`src/hw/rtl/slefp_pkg.sv`:
```
`timescale 1ns / 1ps

package slefp_pkg;

    localparam int CNT_W     = 6;
    localparam int CFG_IDX_W = 2;
    localparam int CFG_DAT_W = 6;
    localparam int POS_W     = 4;

    localparam logic [7:0] CH_START = 8'h21;
    localparam logic [7:0] CH_CR    = 8'h0D;
    localparam logic [7:0] CH_LF    = 8'h0A;
    localparam logic [7:0] CH_BS    = 8'h08;
    localparam logic [7:0] CH_SP    = 8'h20;

    localparam logic [POS_W-1:0] FRAME_IDLE  = 4'd0;
    localparam logic [POS_W-1:0] FRAME_FIRST = 4'd1;
    localparam logic [POS_W-1:0] FRAME_LAST  = 4'd8;
    localparam logic [POS_W-1:0] FRAME_END   = 4'd9;

    typedef enum logic [1:0] {
        KIND_ECHO   = 2'd0,
        KIND_LINE   = 2'd1,
        KIND_STATUS = 2'd2
    } t_item_kind;

    typedef enum logic [CFG_IDX_W-1:0] {
        CFG_BINARY_MODE   = 2'd0,
        CFG_ECHO_ENABLE   = 2'd1,
        CFG_ACCEPT_ENABLE = 2'd2,
        CFG_LINE_LIMIT    = 2'd3
    } t_cfg_index;

    typedef enum logic [2:0] {
        SEL_CHAR,
        SEL_BS,
        SEL_SP,
        SEL_LINE,
        SEL_STATUS
    } t_out_sel;

    typedef enum logic [3:0] {
        ST_IDLE,
        ST_EXEC,
        ST_ECHO_CHAR,
        ST_ECHO_BS1,
        ST_ECHO_SP,
        ST_ECHO_BS2,
        ST_DUMP,
        ST_STATUS
    } t_state;

    typedef struct packed {
        logic     load_char;
        logic     frame_step;
        logic     line_end;
        logic     store_char;
        logic     fill_dec;
        logic     idx_inc;
        logic     status_load;
        logic     status_acc;
        logic     emit;
        t_out_sel out_sel;
    } t_cmd;

    typedef struct packed {
        logic binary_mode;
        logic echo_en;
        logic accept_en;
        logic is_eol;
        logic is_bs;
        logic fill_zero;
        logic full;
        logic dump_last;
        logic out_free;
    } t_stat;

endpackage

```
`src/hw/rtl/slefp_ram.sv`:
```
`timescale 1ns / 1ps

module slefp_ram #(
    parameter int WIDTH = 8,
    parameter int DEPTH = 32,
    localparam int ADDR_W = (DEPTH > 1) ? $clog2(DEPTH) : 1
) (
    input  logic              i_clk,
    input  logic              i_wr_en,
    input  logic [ADDR_W-1:0] i_wr_addr,
    input  logic [WIDTH-1:0]  i_wr_data,
    input  logic [ADDR_W-1:0] i_rd_addr,
    output logic [WIDTH-1:0]  o_rd_data
);

    logic [WIDTH-1:0] r_mem [DEPTH];
    logic [WIDTH-1:0] r_rd_data;

    always_ff @(posedge i_clk) begin
        if (i_wr_en) begin
            r_mem[i_wr_addr] <= i_wr_data;
        end
        r_rd_data <= r_mem[i_rd_addr];
    end

    assign o_rd_data = r_rd_data;

endmodule

```
`src/hw/rtl/slefp_ctrl.sv`:
```
`timescale 1ns / 1ps

module slefp_ctrl (
    input  logic             i_clk,
    input  logic             i_rst_n,
    input  logic             i_in_valid,
    output logic             o_in_stall,
    input  slefp_pkg::t_stat i_stat,
    output slefp_pkg::t_cmd  o_cmd
);

    import slefp_pkg::*;

    t_state r_state;
    t_state n_state;

    always_ff @(posedge i_clk) begin
        if (!i_rst_n) begin
            r_state <= ST_IDLE;
        end else begin
            r_state <= n_state;
        end
    end

    always_comb begin
        n_state       = r_state;
        o_in_stall    = 1'b1;
        o_cmd         = '0;
        o_cmd.out_sel = SEL_STATUS;
        unique case (r_state)
            ST_IDLE: begin
                o_in_stall = 1'b0;
                if (i_in_valid) begin
                    o_cmd.load_char = 1'b1;
                    n_state         = ST_EXEC;
                end
            end
            ST_EXEC: begin
                o_cmd.status_load = 1'b1;
                priority if (i_stat.binary_mode) begin
                    o_cmd.frame_step = 1'b1;
                    o_cmd.status_acc = 1'b1;
                    n_state          = ST_STATUS;
                end else if (i_stat.is_eol) begin
                    o_cmd.line_end   = 1'b1;
                    o_cmd.status_acc = 1'b1;
                    n_state          = i_stat.fill_zero ? ST_STATUS : ST_DUMP;
                end else if (i_stat.is_bs) begin
                    o_cmd.status_acc = i_stat.accept_en;
                    n_state          = ST_STATUS;
                    if (i_stat.accept_en && !i_stat.fill_zero) begin
                        o_cmd.fill_dec = 1'b1;
                        if (i_stat.echo_en) begin
                            n_state = ST_ECHO_BS1;
                        end
                    end
                end else if (i_stat.full || !i_stat.accept_en) begin
                    o_cmd.status_acc = 1'b0;
                    n_state          = ST_STATUS;
                end else begin
                    o_cmd.store_char = 1'b1;
                    o_cmd.status_acc = 1'b1;
                    n_state          = i_stat.echo_en ? ST_ECHO_CHAR : ST_STATUS;
                end
            end
            ST_ECHO_CHAR: begin
                o_cmd.out_sel = SEL_CHAR;
                if (i_stat.out_free) begin
                    o_cmd.emit = 1'b1;
                    n_state    = ST_STATUS;
                end
            end
            ST_ECHO_BS1: begin
                o_cmd.out_sel = SEL_BS;
                if (i_stat.out_free) begin
                    o_cmd.emit = 1'b1;
                    n_state    = ST_ECHO_SP;
                end
            end
            ST_ECHO_SP: begin
                o_cmd.out_sel = SEL_SP;
                if (i_stat.out_free) begin
                    o_cmd.emit = 1'b1;
                    n_state    = ST_ECHO_BS2;
                end
            end
            ST_ECHO_BS2: begin
                o_cmd.out_sel = SEL_BS;
                if (i_stat.out_free) begin
                    o_cmd.emit = 1'b1;
                    n_state    = ST_STATUS;
                end
            end
            ST_DUMP: begin
                o_cmd.out_sel = SEL_LINE;
                if (i_stat.out_free) begin
                    o_cmd.emit    = 1'b1;
                    o_cmd.idx_inc = 1'b1;
                    if (i_stat.dump_last) begin
                        n_state = ST_STATUS;
                    end
                end
            end
            ST_STATUS: begin
                o_cmd.out_sel = SEL_STATUS;
                if (i_stat.out_free) begin
                    o_cmd.emit = 1'b1;
                    n_state    = ST_IDLE;
                end
            end
            default: begin
                n_state = ST_IDLE;
            end
        endcase
    end

endmodule

```
`src/hw/rtl/slefp_dp.sv`:
```
`timescale 1ns / 1ps

module slefp_dp #(
    parameter int LINE_DEPTH = 32
) (
    input  logic                            i_clk,
    input  logic                            i_rst_n,
    input  logic [7:0]                      i_char_in,
    input  logic                            i_cfg_valid,
    input  logic [slefp_pkg::CFG_IDX_W-1:0] i_cfg_index,
    input  logic [slefp_pkg::CFG_DAT_W-1:0] i_cfg_data,
    input  slefp_pkg::t_cmd                 i_cmd,
    output slefp_pkg::t_stat                o_stat,
    input  logic                            i_out_stall,
    output logic                            o_out_valid,
    output logic [1:0]                      o_item_kind,
    output logic [7:0]                      o_byte_value,
    output logic                            o_accepted,
    output logic                            o_frame_done,
    output logic signed [15:0]              o_speed_a,
    output logic signed [15:0]              o_speed_b,
    output logic signed [15:0]              o_speed_c,
    output logic signed [15:0]              o_speed_d,
    output logic                            o_line_done,
    output logic [slefp_pkg::CNT_W-1:0]     o_line_length,
    output logic                            o_last_item
);

    import slefp_pkg::*;

    localparam int ADDR_W = (LINE_DEPTH > 1) ? $clog2(LINE_DEPTH) : 1;

    logic             r_binary_mode;
    logic             r_echo_en;
    logic             r_accept_en;
    logic [CNT_W-1:0] r_line_limit;

    logic [7:0]       r_char;
    logic [POS_W-1:0] r_frame_pos;
    logic [POS_W-1:0] n_frame_pos;
    logic [15:0]      r_frame_words [4];
    logic [15:0]      n_frame_words [4];
    logic             frame_hit;
    logic [1:0]       w_idx;
    logic [CNT_W-1:0] r_fill;
    logic [CNT_W-1:0] n_fill;
    logic [CNT_W-1:0] r_idx;
    logic [CNT_W-1:0] n_idx;
    logic [CNT_W-1:0] w_limit;
    logic [7:0]       rd_data;

    logic             r_acc;
    logic             r_fdone;
    logic             r_ldone;
    logic [CNT_W-1:0] r_len;

    logic              r_out_valid;
    t_item_kind        r_out_kind;
    logic [7:0]        r_out_byte;
    logic              r_out_acc;
    logic              r_out_fdone;
    logic [15:0]       r_out_speed [4];
    logic              r_out_ldone;
    logic [CNT_W-1:0]  r_out_len;
    logic              r_out_last;

    always_ff @(posedge i_clk) begin
        if (!i_rst_n) begin
            r_binary_mode <= 1'b0;
            r_echo_en     <= 1'b0;
            r_accept_en   <= 1'b1;
            r_line_limit  <= CNT_W'(32);
        end else if (i_cfg_valid) begin
            unique case (t_cfg_index'(i_cfg_index))
                CFG_BINARY_MODE:   r_binary_mode <= i_cfg_data[0];
                CFG_ECHO_ENABLE:   r_echo_en     <= i_cfg_data[0];
                CFG_ACCEPT_ENABLE: r_accept_en   <= i_cfg_data[0];
                CFG_LINE_LIMIT:    r_line_limit  <= i_cfg_data;
                default:           r_line_limit  <= r_line_limit;
            endcase
        end
    end

    always_ff @(posedge i_clk) begin
        if (i_cmd.load_char) begin
            r_char <= i_char_in;
        end
    end

    always_comb begin
        n_frame_pos   = r_frame_pos;
        n_frame_words = r_frame_words;
        frame_hit     = 1'b0;
        w_idx         = 2'((r_frame_pos - FRAME_FIRST) >> 1);
        if (i_cmd.frame_step) begin
            priority if (r_frame_pos == FRAME_IDLE && r_char == CH_START) begin
                n_frame_pos = FRAME_FIRST;
            end else if (r_frame_pos >= FRAME_FIRST && r_frame_pos <= FRAME_LAST) begin
                if (r_frame_pos[0]) begin
                    n_frame_words[w_idx] = {8'h00, r_char};
                end else begin
                    n_frame_words[w_idx] = r_frame_words[w_idx] + {r_char, 8'h00};
                end
                n_frame_pos = r_frame_pos + POS_W'(1);
            end else if (r_frame_pos == FRAME_END && r_char == CH_CR) begin
                frame_hit   = 1'b1;
                n_frame_pos = FRAME_IDLE;
            end else begin
                n_frame_pos = FRAME_IDLE;
            end
        end
    end

    always_comb begin
        n_fill = r_fill;
        priority if (i_cmd.line_end) begin
            n_fill = '0;
        end else if (i_cmd.store_char) begin
            n_fill = r_fill + CNT_W'(1);
        end else if (i_cmd.fill_dec) begin
            n_fill = r_fill - CNT_W'(1);
        end
        n_idx = r_idx;
        priority if (i_cmd.line_end) begin
            n_idx = '0;
        end else if (i_cmd.idx_inc) begin
            n_idx = r_idx + CNT_W'(1);
        end
    end

    always_ff @(posedge i_clk) begin
        if (!i_rst_n) begin
            r_frame_pos   <= FRAME_IDLE;
            r_frame_words <= '{default: '0};
            r_fill        <= '0;
            r_idx         <= '0;
        end else begin
            r_frame_pos   <= n_frame_pos;
            r_frame_words <= n_frame_words;
            r_fill        <= n_fill;
            r_idx         <= n_idx;
        end
    end

    always_ff @(posedge i_clk) begin
        if (i_cmd.status_load) begin
            r_acc   <= i_cmd.status_acc;
            r_fdone <= i_cmd.frame_step & frame_hit;
            r_ldone <= i_cmd.line_end;
            r_len   <= i_cmd.line_end ? r_fill : '0;
        end
    end

    // The read address is n_idx, the next value of r_idx, so that the data for r_idx is ready.
    slefp_ram #(
        .WIDTH (8),
        .DEPTH (LINE_DEPTH)
    ) u_line_store (
        .i_clk     (i_clk),
        .i_wr_en   (i_cmd.store_char),
        .i_wr_addr (r_fill[ADDR_W-1:0]),
        .i_wr_data (r_char),
        .i_rd_addr (n_idx[ADDR_W-1:0]),
        .o_rd_data (rd_data)
    );

    assign w_limit = (r_line_limit > CNT_W'(LINE_DEPTH)) ? CNT_W'(LINE_DEPTH) : r_line_limit;

    always_comb begin
        o_stat.binary_mode = r_binary_mode;
        o_stat.echo_en     = r_echo_en;
        o_stat.accept_en   = r_accept_en;
        o_stat.is_eol      = (r_char == CH_CR) || (r_char == CH_LF);
        o_stat.is_bs       = (r_char == CH_BS);
        o_stat.fill_zero   = (r_fill == '0);
        o_stat.full        = (r_fill >= w_limit);
        o_stat.dump_last   = ((r_idx + CNT_W'(1)) == r_len);
        o_stat.out_free    = !r_out_valid || !i_out_stall;
    end

    always_ff @(posedge i_clk) begin
        if (!i_rst_n) begin
            r_out_valid <= 1'b0;
        end else if (i_cmd.emit) begin
            r_out_valid <= 1'b1;
        end else if (!i_out_stall) begin
            r_out_valid <= 1'b0;
        end
    end

    always_ff @(posedge i_clk) begin
        if (i_cmd.emit) begin
            r_out_kind  <= KIND_ECHO;
            r_out_byte  <= 8'h00;
            r_out_acc   <= 1'b0;
            r_out_fdone <= 1'b0;
            r_out_speed <= '{default: '0};
            r_out_ldone <= 1'b0;
            r_out_len   <= '0;
            r_out_last  <= 1'b0;
            unique case (i_cmd.out_sel)
                SEL_CHAR: r_out_byte <= r_char;
                SEL_BS:   r_out_byte <= CH_BS;
                SEL_SP:   r_out_byte <= CH_SP;
                SEL_LINE: begin
                    r_out_kind <= KIND_LINE;
                    r_out_byte <= rd_data;
                end
                SEL_STATUS: begin
                    r_out_kind  <= KIND_STATUS;
                    r_out_acc   <= r_acc;
                    r_out_fdone <= r_fdone;
                    if (r_fdone) begin
                        r_out_speed <= r_frame_words;
                    end
                    r_out_ldone <= r_ldone;
                    r_out_len   <= r_len;
                    r_out_last  <= 1'b1;
                end
                default: r_out_kind <= KIND_ECHO;
            endcase
        end
    end

    assign o_out_valid   = r_out_valid;
    assign o_item_kind   = r_out_kind;
    assign o_byte_value  = r_out_byte;
    assign o_accepted    = r_out_acc;
    assign o_frame_done  = r_out_fdone;
    assign o_speed_a     = r_out_speed[0];
    assign o_speed_b     = r_out_speed[1];
    assign o_speed_c     = r_out_speed[2];
    assign o_speed_d     = r_out_speed[3];
    assign o_line_done   = r_out_ldone;
    assign o_line_length = r_out_len;
    assign o_last_item   = r_out_last;

endmodule

```
`src/hw/rtl/serial_line_editor_frame_parser_top.sv`:
```
`timescale 1ns / 1ps

// Channel   Direction  Handshake                       Payload
// input     in         i_in_valid / o_in_stall         i_char_in
// result    out        o_out_valid / i_out_stall       o_item_kind .. o_last_item
// config    in         i_cfg_valid / o_cfg_ready       i_cfg_index, i_cfg_data
//
// One byte request is taken at a time; each byte passes through the execute state, then
// any echo bytes, then the status result; an end of line first dumps the stored line.
// The dump reads one stored entry per cycle through the registered read unless stalled.
// Reset is synchronous and active low and clears the configuration, the frame parser
// and the fill count. A stalled result holds the sequencer in place; the next byte
// request is taken once the status result has entered the output register.

module serial_line_editor_frame_parser_top #(
    parameter int LINE_DEPTH = 32
) (
    input  logic                            i_clk,
    input  logic                            i_rst_n,
    input  logic                            i_in_valid,
    output logic                            o_in_stall,
    input  logic [7:0]                      i_char_in,
    output logic                            o_out_valid,
    input  logic                            i_out_stall,
    output logic [1:0]                      o_item_kind,
    output logic [7:0]                      o_byte_value,
    output logic                            o_accepted,
    output logic                            o_frame_done,
    output logic signed [15:0]              o_speed_a,
    output logic signed [15:0]              o_speed_b,
    output logic signed [15:0]              o_speed_c,
    output logic signed [15:0]              o_speed_d,
    output logic                            o_line_done,
    output logic [slefp_pkg::CNT_W-1:0]     o_line_length,
    output logic                            o_last_item,
    input  logic                            i_cfg_valid,
    output logic                            o_cfg_ready,
    input  logic [slefp_pkg::CFG_IDX_W-1:0] i_cfg_index,
    input  logic [slefp_pkg::CFG_DAT_W-1:0] i_cfg_data
);

    import slefp_pkg::*;

    t_cmd  cmd;
    t_stat stat;

    assign o_cfg_ready = 1'b1;

    slefp_ctrl u_ctrl (
        .i_clk      (i_clk),
        .i_rst_n    (i_rst_n),
        .i_in_valid (i_in_valid),
        .o_in_stall (o_in_stall),
        .i_stat     (stat),
        .o_cmd      (cmd)
    );

    slefp_dp #(
        .LINE_DEPTH (LINE_DEPTH)
    ) u_dp (
        .i_clk         (i_clk),
        .i_rst_n       (i_rst_n),
        .i_char_in     (i_char_in),
        .i_cfg_valid   (i_cfg_valid),
        .i_cfg_index   (i_cfg_index),
        .i_cfg_data    (i_cfg_data),
        .i_cmd         (cmd),
        .o_stat        (stat),
        .i_out_stall   (i_out_stall),
        .o_out_valid   (o_out_valid),
        .o_item_kind   (o_item_kind),
        .o_byte_value  (o_byte_value),
        .o_accepted    (o_accepted),
        .o_frame_done  (o_frame_done),
        .o_speed_a     (o_speed_a),
        .o_speed_b     (o_speed_b),
        .o_speed_c     (o_speed_c),
        .o_speed_d     (o_speed_d),
        .o_line_done   (o_line_done),
        .o_line_length (o_line_length),
        .o_last_item   (o_last_item)
    );

endmodule

```
`config.mk`:
```
export PLATFORM = sky130hd
export DESIGN_NAME = serial_line_editor_frame_parser_top
export DESIGN_NICKNAME = d
export VERILOG_FILES = /design/src/hw/rtl/slefp_pkg.sv /design/src/hw/rtl/slefp_ram.sv /design/src/hw/rtl/slefp_ctrl.sv /design/src/hw/rtl/slefp_dp.sv /design/src/hw/rtl/serial_line_editor_frame_parser_top.sv
export SDC_FILE = /design/constraint.sdc
export NUM_CORES = 1
export LEC_CHECK = 0
export ABC_AREA = 1
export BUFFER_PORTS_ARGS = -buffer_cell sky130_fd_sc_hd__buf_4
export CAP_MARGIN = 40
export CORE_MARGIN = 5
export CORE_UTILIZATION = 46
export DETAILED_ROUTE_END_ITERATION = 12
export SETUP_SLACK_MARGIN = 0.02
export SYNTH_ARGS = -nofsm -noshare
export SYNTH_HDL_FRONTEND = slang
export SYNTH_HIERARCHICAL = 1
export SYNTH_SLANG_ARGS = --single-unit
export TNS_END_PERCENT = 20
```
`constraint.sdc`:
```
create_clock -name i_clk -period 3.98 [get_ports i_clk]
set_clock_uncertainty 0.1 [all_clocks]
set_input_delay 0.796 -clock i_clk [delete_from_list [all_inputs] [get_ports i_clk]]
set_output_delay 0.796 -clock i_clk [all_outputs]
set_load 0.005 [all_outputs]
```
==> impl_metrics.py <==
metrics = {
    "run_status": {
        "outcome": "complete, no violations",
    },
    "floorplanning": {
        "die-area_sq_um": 47520,
        "initial_utilization_pct": 46.30,
        "die_h_microns": 218.0,
        "io_pins": 108,
        "die_x_microns": 218.0,
        "core-area_sq_um": 42980,
        "num_rows": 76,
    },
    "global_route": {
        "grt_usage_pct": 21.47,
        "grt_pass1_wl_mm": 80.12,
        "grt_max_degree": 129,
        "antenna_found_initial": 0,
        "gr-total-overflow": 0,
        "grt_pass1_vias": 13821,
    },
    "critical_path": {
        "critPathKind": "reg2reg",
        "r2r_slack_ps": 310,
        "worstPathRequired_ps": 4080,
        "worst_setup_path_start_kind": "flop",
        "cp_max_fo": 8,
        "crit-reg2reg-launch": "u_dp/r_line_limit[4]$_SDFFE_PN0P_",
        "r2r-end": "u_dp/u_line_store/r_mem[28][6]$_DFFE_PP_",
        "ff2ff_path_depth": 16,
        "cp.arrival_ps": 3780,
        "end_kind": "flop",
    },
    "synthesis": {
        "syn_area_per_cell_sq_um": 9.940,
        "netlist_area_sq_um": 19900,
        "synthCells": 2002,
        "ys_types": 44,
        "synth_largest_area_cell": "edfxtp_1",
        "yosysSeqAreaShare_pct": 64.03,
        "synth_edf_count": 357,
        "yosysMostFrequentCell": "nand2_1",
        "synth_top_area_share_pct": 53.87,
        "synth_fp_nets": 2046,
        "yosys-top-cells-area": "edfxtp_1, dfxtp_1, nand2_1",
        "synth_seq_cells": 458,
        "ys_warn_count": 6,
        "yosys-top-cells-count": "nand2_1, edfxtp_1, nor2_1, nand3_1, inv_1",
        "synth_top_flop_cell": "edfxtp_1",
        "async_reset_ff_share_pct": 0,
    },
    "routing": {
        "drtAntennaViolNets": 0,
        "routed_wl_mm": 51.87,
        "drtIter0Drc": 1412,
        "wire_per_inst_microns": 18.81,
        "drc": 0,
        "dr.pass1.iters": 5,
        "vias_per_cell": 5.251,
        "vias": 14481,
    },
    "timing": {
        "worst_slew_pin_slew_ps": 907.7,
        "drv_slew": 0,
        "timing.slew.headroom_pct": 39.27,
        "hold_violations": 0,
        "grt_setup_unrepaired": "no",
        "setup_tns_ps": 0,
        "holdWs_ps": 291.1,
        "period_share_pct": 92.30,
        "final.min_clock_period_ps": 3674,
        "fmax_ghz": 0.2722,
        "setup_viol": 0,
    },
    "cts": {
        "clkSlewWorstSetupHoldPaths_ps": 70,
        "insertion_delay_ps": 590,
        "root_buffer": "clkbuf_16",
        "clock_tree.buffer_depth": 3,
        "hold_buffers": 0,
        "cts_tree": "built",
        "htreeDepth": 2,
        "cts_made_buffers": 48,
        "postCtsResizedCells": 0,
        "clock-sinks": 458,
        "postCtsSetupBuffers": 0,
    },
    "placement": {
        "hpwl_mm": 34.27,
        "gp_congestion": 0.8770,
        "portBuffers": 106,
        "dp.cells": 2669,
    },
    "min_path": {
        "hold_start": "i_char_in[3]",
        "hold_class": "in2reg",
        "hold_depth": 1,
        "hold-path-endpoint": "u_dp/r_char[3]$_DFFE_PP_",
    },
    "power_and_ir_drop": {
        "p_int_mw": 9.973,
        "p_leak_nw": 9.069,
        "switching_share_pct": 32.99,
        "pwr-share-comb_pct": 27.2,
        "power.density_nw_per_um2": 648.1,
        "p_switching_mw": 4.910,
        "clkPwrFrac_pct": 30.1,
        "pwr-share-seq_pct": 42.7,
        "peakVddDrop_uv": 766.3,
    },
    "layout": {
        "n_antenna_cell": 0,
        "syn_to_final_growth_pct": 15.40,
        "layout-drive-gt1-share_pct": 13.62,
        "postLayoutCoreUtil_pct": 53.43,
        "final_cells": 2758,
        "nets": 2178,
    },
    "job": {
        "cap_violations": 0,
    },
}
-- placed cells by master (no fill, tap or decap), types with 3 or more instances in the layout --
cell and count:
nand3_1 236, buf_12 5, clkbuf_1 11, inv_2 11, nor2_2 11, nand2_2 6, o21ai_1 9, buf_4 168
xor2_1 10, nor2_4 5, clkbuf_8 7, nor2_1 241, inv_1 171, xnor2_1 4, nor3_2 3, nor3_1 10
clkinv_2 14, dfxtp_1 101, nand2_1 517, o221ai_1 8, nor4_1 7, a21oi_1 59, a22oi_1 7, o21ai_0 84
clkbuf_16 51, nand4_1 9, ha_1 21, edfxtp_1 357
-- layer usage --
metal	routed length (microns)	GRT usage (%)	up-vias
met5	0	0	-
met4	1012	5.506	0
met3	3690	3.415	65
met2	24080	33.82	492
met1	23090	31.39	6980
li1	-	-	6944
-- cells by family (layout without fill, tap and decap cells) --
logic type | Yosys count | in the layout | share of synthesized area (%)
XOR/XNOR | 14 | 14 | 0.6161
other | 1 | 1 | 0.01884
AO/OA/AOI/OAI | 177 | 177 | 4.829
AND/OR/NAND/NOR | 1053 | 1053 | 22.26
flip-flops | 458 | 458 | 64.03
buffers and inverters | 276 | 447 | 6.721
adder cells (fa/ha/maj) | 23 | 23 | 1.522
-- sequential cells by signal, summed over array words and instances (netlist names), 6 cells and up --
name / cells
u_dp/u_line_store/o_rd_data: 8
u_dp/r_line_limit: 6
u_dp/r_frame_words: 64
u_dp/r_idx: 6
u_dp/o_speed_b: 16
u_dp/u_line_store/r_mem: 256
u_dp/o_byte_value: 8
u_dp/r_len: 6
u_dp/o_speed_d: 16
u_dp/r_fill: 6
u_dp/r_char: 8
u_dp/o_line_length: 6
u_dp/o_speed_c: 16
u_dp/o_speed_a: 16
-- final cells by class --
type / instances / area (sq um)
sequential: 458 / 12740
clock inverter: 20 / 172.7
fill: 3911 / 20020
clock buffer: 69 / 1414
inverter: 185 / 696.9
timing repair buffer: 173 / 1361
multi-input combinational: 1268 / 5846
tap: 585 / 732.0
-- critical path, stage by stage (launching register included) --
cell	delay, ps
dfxtp_1	330
nor2_1	100
nand2_1	50
o21ai_0	260
nand2_1	90
ha_1	300
inv_1	60
nor2_1	40
o211ai_1	170
o2111ai_1	160
nor2_1	170
nand2_1	90
nor3_1	190
buf_4	180
nand3_1	80
buf_4	190
nor2_1	700
-- power groups by stage --
stage / registers, mW / clock network [mW] / logic, mW
after floorplan: 6.42 / 0 / 2.37
after global placement: 6.44 / 0 / 4.04
after detailed placement: 6.44 / 0 / 4.08
after CTS: 6.35 / 4.56 / 4.10
after global routing: 6.40 / 4.77 / 4.51
final: 6.35 / 4.48 / 4.05
-- worst max path at each step --
stage | depth (start not counted) | from | slack [ps] | to
after floorplan | 20 | u_dp/r_line_limit[4]$_SDFFE_PN0P_ | 590 | u_dp/r_fill[5]$_SDFFE_PP0P_
after global placement | 16 | u_dp/r_line_limit[4]$_SDFFE_PN0P_ | 500 | u_dp/u_line_store/r_mem[29][6]$_DFFE_PP_
after detailed placement | 16 | u_dp/r_line_limit[4]$_SDFFE_PN0P_ | 420 | u_dp/u_line_store/r_mem[28][7]$_DFFE_PP_
after CTS | 16 | u_dp/r_line_limit[4]$_SDFFE_PN0P_ | 370 | u_dp/u_line_store/r_mem[28][5]$_DFFE_PP_
after global routing | 23 | u_dp/r_line_limit[4]$_SDFFE_PN0P_ | 40 | u_dp/r_fill[5]$_SDFFE_PP0P_
final | 16 | u_dp/r_line_limit[4]$_SDFFE_PN0P_ | 310 | u_dp/u_line_store/r_mem[28][6]$_DFFE_PP_
-- stage by stage --
stage / total power, mW / area, sq um / setup slack, ps
2_1_floorplan: 8.797 / 19900 / 590.0
3_3_place_gp: 10.48 / 21380 / 502.4
3_5_place_dp: 10.52 / 21380 / 415.9
4_1_cts: 15.01 / 22960 / 370.2
5_1_grt: 15.67 / 22960 / 35.30
6_report: 14.88 / 22960 / 306.5
Power figures use the tool's default switching activity.
